## src/sv/fixed_point_alu_macros.svh

```systemverilog
// Assertion macros for the fixed-point ALU
`ifndef FIXED_POINT_ALU_MACROS_SVH
`define FIXED_POINT_ALU_MACROS_SVH

// Check an implication on every clock edge outside reset
`define FPA_ASSERT_IMP(lbl, pre, post) \
  lbl: assert property (@(posedge clk) disable iff (!rst_n) (pre) |-> (post)) \
    else $error("fixed_point_alu assertion failed");

// Check that a condition never holds outside reset
`define FPA_ASSERT_NEVER(lbl, cond) \
  lbl: assert property (@(posedge clk) disable iff (!rst_n) !(cond)) \
    else $error("fixed_point_alu assertion failed");

`endif

```

## src/sv/fpa_pkg.sv

```systemverilog
// Shared types, codes and helpers for the fixed-point ALU
`default_nettype none
package fpa_pkg;

  localparam int FRAC_BITS_DEF = 8;
  // quotient bits resolved by the divider chain
  localparam int QUO_BITS = 34;

  localparam logic [3:0] OP_ADD = 4'd0;
  localparam logic [3:0] OP_SUB = 4'd1;
  localparam logic [3:0] OP_MUL = 4'd2;
  localparam logic [3:0] OP_DIV = 4'd3;
  localparam logic [3:0] OP_LT = 4'd4;
  localparam logic [3:0] OP_GT = 4'd5;
  localparam logic [3:0] OP_LE = 4'd6;
  localparam logic [3:0] OP_GE = 4'd7;
  localparam logic [3:0] OP_EQ = 4'd8;
  localparam logic [3:0] OP_NE = 4'd9;
  localparam logic [3:0] OP_MIN = 4'd10;
  localparam logic [3:0] OP_MAX = 4'd11;
  localparam logic [3:0] OP_INC = 4'd12;
  localparam logic [3:0] OP_DEC = 4'd13;
  localparam logic [3:0] OP_FROM_INT = 4'd14;
  localparam logic [3:0] OP_TO_INT = 4'd15;

  localparam logic [1:0] ST_OK = 2'd0;
  localparam logic [1:0] ST_OVF = 2'd1;
  localparam logic [1:0] ST_DIVZ = 2'd2;

  // divider state handed from cell to cell
  typedef struct packed {
    logic valid;
    logic [31:0] rem;
    logic [QUO_BITS-1:0] num;
    logic [QUO_BITS-1:0] quo;
    logic [31:0] den;
  } div_t;

  // transaction data that rides alongside the divider
  typedef struct packed {
    logic [3:0] op;
    logic signed [31:0] res;
    logic cmp;
    logic [1:0] st;
    logic signed [63:0] prod;
    logic neg;
    logic div_ovf;
  } side_t;

  typedef struct packed {
    logic ovf;
    logic signed [31:0] val;
  } sat_t;

  // clamp a 64-bit signed value to 32 bits
  function automatic sat_t sat64(input logic signed [63:0] v);
    sat_t s;
    if (v > 64'sh0000_0000_7FFF_FFFF) begin
      s.ovf = 1'b1;
      s.val = 32'sh7FFF_FFFF;
    end else if (v < -64'sh0000_0000_8000_0000) begin
      s.ovf = 1'b1;
      s.val = -32'sh8000_0000;
    end else begin
      s.ovf = 1'b0;
      s.val = v[31:0];
    end
    return s;
  endfunction

endpackage
`default_nettype wire

```

## src/sv/fpa_div_cell.sv

```systemverilog
// One restoring-division cell: resolves one quotient bit per cycle
`default_nettype none
module fpa_div_cell
  import fpa_pkg::*;
(
  input  wire logic  clk,
  input  wire logic  rst_n,
  input  wire div_t  div_in,
  input  wire side_t side_in,
  output div_t       div_out,
  output side_t      side_out
);

  div_t  div_r, div_nxt;
  side_t side_r;
  logic [32:0] trial;
  logic        ge;

  // shift in the next dividend bit and try the subtraction
  always_comb begin
    trial = {div_in.rem, div_in.num[QUO_BITS-1]};
    ge = trial >= {1'b0, div_in.den};
    div_nxt = div_in;
    div_nxt.rem = ge ? 32'(trial - {1'b0, div_in.den}) : trial[31:0];
    div_nxt.num = {div_in.num[QUO_BITS-2:0], 1'b0};
    div_nxt.quo = {div_in.quo[QUO_BITS-2:0], ge};
  end

  // advance the transaction one cell
  always_ff @(posedge clk) begin
    if (!rst_n) begin
      div_r.valid <= 1'b0;
    end else begin
      div_r.valid <= div_nxt.valid;
    end
    div_r.rem <= div_nxt.rem;
    div_r.num <= div_nxt.num;
    div_r.quo <= div_nxt.quo;
    div_r.den <= div_nxt.den;
    side_r <= side_in;
  end

  assign div_out = div_r;
  assign side_out = side_r;

endmodule
`default_nettype wire

```

## config.mk

```make
export PLATFORM = sky130hd
export DESIGN_NAME = fpa_div_cell
export DESIGN_NICKNAME = d
export VERILOG_FILES = /design/src/sv/fixed_point_alu_macros.svh /design/src/sv/fpa_pkg.sv /design/src/sv/fpa_div_cell.sv
export SDC_FILE = /design/constraint.sdc
export NUM_CORES = 1
export LEC_CHECK = 0
export ABC_AREA = 1
export BUFFER_PORTS_ARGS = -buffer_cell sky130_fd_sc_hd__buf_2
export CAP_MARGIN = 5
export CORE_AREA = 2 2 183 185
export DETAILED_ROUTE_END_ITERATION = 10
export DIE_AREA = 0 0 185 187
export HOLD_SLACK_MARGIN = 0.08
export SKIP_CTS_REPAIR_TIMING = 1
export SLEW_MARGIN = 25
export SYNTH_ARGS = -nofsm -noshare
export SYNTH_HDL_FRONTEND = slang
export SYNTH_SLANG_ARGS = --single-unit
```

## constraint.sdc

```tcl
create_clock -name clk -period 1.5 [get_ports clk]
set_input_delay 0.15 -clock clk [delete_from_list [all_inputs] [get_ports clk]]
set_output_delay 0.15 -clock clk [all_outputs]
set_load 0.02 [all_outputs]
```

==> results of run 1 <==
## kinds of logic after synthesis
group                      Yosys count  share of synthesized area
AOI/OAI and AO/OA                   25                     0.0165
xor gates and xnor gates            14                     0.0156
adders and majority gates           33                     0.0534
buffers and inverters              161                     0.0834
DFF                                237                      0.603
other                                1                   0.000476
and+or+nand+nor                    420                      0.228
## metal layers
layer	wire, microns	GRT usage
met3	2090	0.0409
met1	13000	0.179
met4	759	0.0433
met5	41	0
met2	16800	0.280
## metrics by stage
step / setup TNS, ns / power [W]
after floorplan: -1.31 / 0.00876
after global placement: -13.25 / 0.0103
after detailed placement: -13.35 / 0.0103
after CTS: 0 / 0.0172
after global routing: -0.0183 / 0.0184
final: 0 / 0.0176
## sequential cells by signal (all words and copies together), names as in the netlist
signal    count
div_out     132
side_out    105
## final cells by class
| class | instances | share of cell area |
|---|---|---|
| Timing Repair Buffer | 807 | 0.359 |
| Sequential cell | 237 | 0.310 |
| Multi-Input combinational cell | 493 | 0.193 |
| Clock buffer | 34 | 0.0486 |
| Inverter | 153 | 0.0384 |
| Tap cell | 448 | 0.0367 |
| Clock inverter | 14 | 0.0130 |
| Antenna cell | 4 | 0.000655 |
## worst paths after layout
| check | to | slack [ns] |
|---|---|---|
| min | div_out[12] | -0.25 |
| max | div_out[131] | 0.12 |
## layout by cell type, fill, tap and decap left out, types with 5 or more instances in the layout
cell / count
nor2_1: 30
inv_1: 148
nor2_2: 8
ha_4: 29
nand3b_1: 10
nand3_2: 13
buf_4: 94
nand2_1: 288
xor2_1: 13
nor3_1: 5
dfxtp_1: 237
clkbuf_16: 27
buf_2: 475
a21oi_1: 21
nand3_1: 25
nand2_2: 20
and2_1: 8
dlygate4sd3_1: 236
## where the power goes
part	total [W]	internal, W	switching (W)
clock network	0.00687	0.00421	0.00266
logic	0.00380	0.00174	0.00206
registers	0.00688	0.00676	0.000121
total	0.0176	0.0127	0.00484
==> run_results.csv, run 1 <==
group,metric,value,unit
worst_setup_path,crit_required,1.96,ns
placement,port_buffers,475,
worst_setup_path,crit_cells,14,
floorplanning,die_h,187,microns
drt,via_per_inst,3.90,
floorplanning,fp-row-count,67,
synthesis,avgSynthCellArea,8.84,sq um
worst_setup_path,path_delay_family,"simple AND/OR/NAND/NOR gates",
grt,antenna_found_initial,6,
grt,overflow,0,
synthesis,yosysUniqueCellTypes,29,
layout,drive_gt1_frac,0.404,
synthesis,seq_area_frac_synth,0.603,
grt,grt_pass1_vias,7622,
cts,clock-sinks,237,
layout,final_cells,2190,
layout,fin_util,0.465,
synthesis,yosysWarningCount,0,
drt,routed_wl,32.7,mm
layout,final_net_count,1991,
synthesis,synth_nets,1164,
synthesis,synth_top_cell_area_share,0.603,
worst_setup_path,crit_top_cell,"nand2_1",
hold_path,min_from,"div_in[12]",
placement,place_ws,-0.462,ns
synthesis,syn_inst,891,
worst_setup_path,crit_path_max_incr_delay,0.34,ns
worst_setup_path,path_class,"primary input to flop",
sta,finalCritPeriodShare,0.918,
sta,period_needed,1.38,ns
synthesis,synth_edf_count,0,
drt,first_iter_violations,286,
pwr,p_leak,7.97,nW
layout,finish.instance_area,15300,sq um
sta,drv_slew,0,
run_status,violations,"hold timing",
cts,path_clk_slew,0.06,ns
placement,dpl_cell_area,11900,sq um
drt,wl_per_cell,14.9,microns
sta,max_freq,726,MHz
worst_setup_path,critPathSlowestCell,"ha_1",
sta,whs,-0.255,ns
worst_setup_path,startpoint,"div_in[24]",
cts,cts_buffer_depth,3,
synthesis,syn_area,7870,sq um
floorplanning,start_util,0.240,
layout,fillerInstances,3100,
synthesis,yosys-top-cells-area,"dfxtp_1 (60%), nand2_1 (14%), inv_1 (7.2%)",
pwr,power_density,1150,nW/um^2
placement,hpwl,23.4,mm
drt,drtAntennaViolNets,0,
sta,setup_viol,0,
worst_setup_path,endpoint_kind,"flop",
floorplanning,io_pins,478,
synthesis,synth_flop_cell,"dfxtp_1",
drt,post-route-drc-count,0,
synthesis,ys_ff_latch,237,
synthesis,synth_most_common_cell,"nand2_1",
floorplanning,fp.dieW,185,microns
sta,setup_ws,0.122,ns
cts,cts_tree,"done",
pwr,peakVddDrop,0.000908,V
synthesis,async_flop_share,0,
sta,hold_viol_final,1,
layout,regArea,4740,sq um
floorplanning,die_area,34600,sq um
layout,multi_input_area,2950,sq um
synthesis,synth.top_cells.by_count,"nand2_1 (298), dfxtp_1 (237), inv_1 (151), nand3_1 (37), nor2_1 (34)",
worst_setup_path,start_kind,"primary input",
worst_setup_path,critPathBufInv,3,
sta,rsz0062_at_grt,"true",
cts,cts_root_buf,"clkbuf_16",
placement,gp_congestion,0.869,
cts,htreeDepth,1,
floorplanning,core,32900,sq um
grt,grt_usage,0.155,
layout,area_growth,94.1,%
worst_setup_path,critical_path.cell_chain,"buf_2 -> inv_1 -> ha_1 -> nand2_1 -> nor2_4 -> nand2_1 -> nor2_1 -> nand2_1 -> nand3_1 -> nor2_4 -> nand2_8 -> buf_12 -> nand3_1 -> nand2_1",
grt,grt_pass1_wl,41.1,mm
grt,grt_start_max_net_pins,31,
synthesis,synth_area_leader_cell,"dfxtp_1",
worst_setup_path,worst_ep_arrival_time,1.84,ns
drt,vias,8546,
run_status,outcome,"complete, but fails checks",
job,cap_violations,0,
drt,dr.pass1.iters,4,
hold_path,min_path_cells,1,
placement,place_inst,1902,
worst_setup_path,crit_fanout,12,
cts,numCtsBuffers,26,
hold_path,min_path_type,"primary input to flop",
No activity file was read; power rests on OpenSTA's default activity.
==> inputs of run 2 (changes only) <==
--- a/config.mk
+++ b/config.mk
@@ -9,9 +9,11 @@
 export BUFFER_PORTS_ARGS = -buffer_cell sky130_fd_sc_hd__buf_2
 export CAP_MARGIN = 5
 export CORE_AREA = 2 2 183 185
+export CTS_CLUSTER_SIZE = 14
 export DETAILED_ROUTE_END_ITERATION = 10
 export DIE_AREA = 0 0 185 187
 export HOLD_SLACK_MARGIN = 0.08
+export PLACE_DENSITY_LB_ADDON = 0.05
 export SKIP_CTS_REPAIR_TIMING = 1
 export SLEW_MARGIN = 25
 export SYNTH_ARGS = -nofsm -noshare
==> run 2 against run 1 <==
The run still ends with hold timing left. Non-clock buffer count grew 11. Critical path depth is 3 lower. Hold slack better by 0.11 ns. Sequential power about the same. Die area is the same. Core utilization increased by 0.37 points. Global-route usage rose by 1.4 points. First-iteration DRC count shrank 16%. Final cell count grew 0.59%. Routed wire length rose by 1.7%. Power about the same. Highest routed layer unchanged.
==> run_results.csv, run 2 (synthesis gave the netlist of run 1 again) <==
group,metric,value,unit
job,cap_violations,0,
drt,first_iter_violations,240,
worst_setup_path,crit_top_cell,"nand3_1",
worst_setup_path,worst_ep_arrival_time,1.79,ns
floorplanning,start_util,0.240,
drt,post-route-drc-count,0,
layout,final_common_cell,"buf_2",
drt,wl_per_cell,15.1,microns
sta,hold_viol_final,1,
layout,drive_gt1_frac,0.411,
grt,grt_start_max_net_pins,31,
cts,cts_tree,"done",
worst_setup_path,crit_fanout,3,
floorplanning,core,32900,sq um
drt,vias,8380,
grt,overflow,0,
worst_setup_path,start_kind,"primary input",
grt,grt_pass1_vias,7410,
drt,drtAntennaViolNets,0,
cts,path_clk_slew,0.07,ns
grt,grt_pass1_wl,44.0,mm
worst_setup_path,endpoint_kind,"flop",
layout,final_cell_mix,"buf_2 (475), nand2_1 (289), dfxtp_1 (237)",
layout,final_net_count,2003,
floorplanning,io_pins,478,
grt,grt_usage,0.169,
placement,hpwl,25.5,mm
cts,clock-sinks,237,
sta,finalCritPeriodShare,0.898,
sta,period_needed,1.35,ns
floorplanning,fp.dieW,185,microns
sta,setup_viol,0,
pwr,power_density,1140,nW/um^2
floorplanning,fp-row-count,67,
floorplanning,die_area,34600,sq um
worst_setup_path,crit_path_max_incr_delay,0.37,ns
sta,drv_slew,0,
worst_setup_path,crit_required,1.94,ns
run_status,outcome,"complete, but fails checks",
drt,dr.pass1.iters,4,
worst_setup_path,critical_path.cell_chain,"buf_2 -> ha_1 -> fa_2 -> inv_1 -> nand3_1 -> nand3_1 -> nand3_1 -> nand2_1 -> nand2_1 -> nand3_1 -> nand2_1",
worst_setup_path,path_class,"primary input to flop",
placement,port_buffers,475,
drt,routed_wl,33.3,mm
grt,antenna_found_initial,8,
cts,numCtsBuffers,27,
placement,gp_congestion,0.857,
worst_setup_path,critPathSlowestCell,"fa_2",
sta,whs,-0.140,ns
cts,cts_buffer_depth,3,
sta,max_freq,742,MHz
hold_path,min_path_type,"primary input to flop",
pwr,power.total,0.0176,W
layout,area_growth,95.6,%
floorplanning,die_h,187,microns
cts,htreeDepth,1,
layout,largest_register_ffs,132,
cts,cts_root_buf,"clkbuf_16",
pwr,peakVddDrop,0.000798,V
run_status,violations,"hold timing",
pwr,p_leak,8.04,nW
layout,fillerInstances,3294,
drt,via_per_inst,3.80,
==> run 2: path summary, 6_finish.rpt <==
kind / start / to / slack (ns) / cells past startpoint
worst min-delay path: div_in[114] / div_out[115] / -0.14 / 3
worst max-delay path: div_in[0] / div_out[126] / 0.15 / 11
==> run 2: layout make-up <==
type	instances	area (sq um)	area share
Clock buffer	35	776	0.0504
Sequential cell	237	4740	0.308
Tap cell	448	561	0.0364
Inverter	153	592	0.0384
Clock inverter	14	170	0.0110
Antenna cell	5	12.5	0.000812
Timing Repair Buffer	818	5580	0.362
Multi-Input combinational cell	493	2970	0.193
==> run 2: worst max-delay path: cells and delay by family <==
family | cells | cell delay (ns)
simple gates | 7 | 0.83
buf+inv | 2 | 0.21
fa+ha+maj | 2 | 0.60
==> run 2: where the power goes <==
group	leakage, nW	switching [W]	internal (W)
Combinational	5.58	0.00207	0.00177
Clock	0.462	0.00268	0.00417
Sequential	2.00	0.000120	0.00676
Total	8.04	0.00487	0.0127
==> run 2: per-layer routing <==
metal  track usage  routed length (microns)  vias to the layer above
met5             0                       27                        -
met4        0.0375                      605                        4
met3        0.0454                     2230                       54
met2         0.292                    16200                      258
met1         0.210                    14200                     3711
li1              -                        -                     4353
==> run 2: stage by stage <==
| step | area (sq um) | TNS (ns) | cells | util | setup WS, ns |
|---|---|---|---|---|---|
| 2_1_floorplan | 8350 | -1.31 | 891 | - | -0.0567 |
| 3_3_place_gp | 12000 | -13.78 | 1913 | 0.366 | -0.439 |
| 3_5_place_dp | 12000 | -14.30 | 1913 | 0.366 | -0.468 |
| 4_1_cts | 13000 | 0 | 1962 | 0.395 | 0.0941 |
| 5_1_grt | 15400 | -0.00316 | 2202 | 0.469 | -0.00316 |
| 6_report | 15400 | 0 | 2203 | 0.469 | 0.153 |
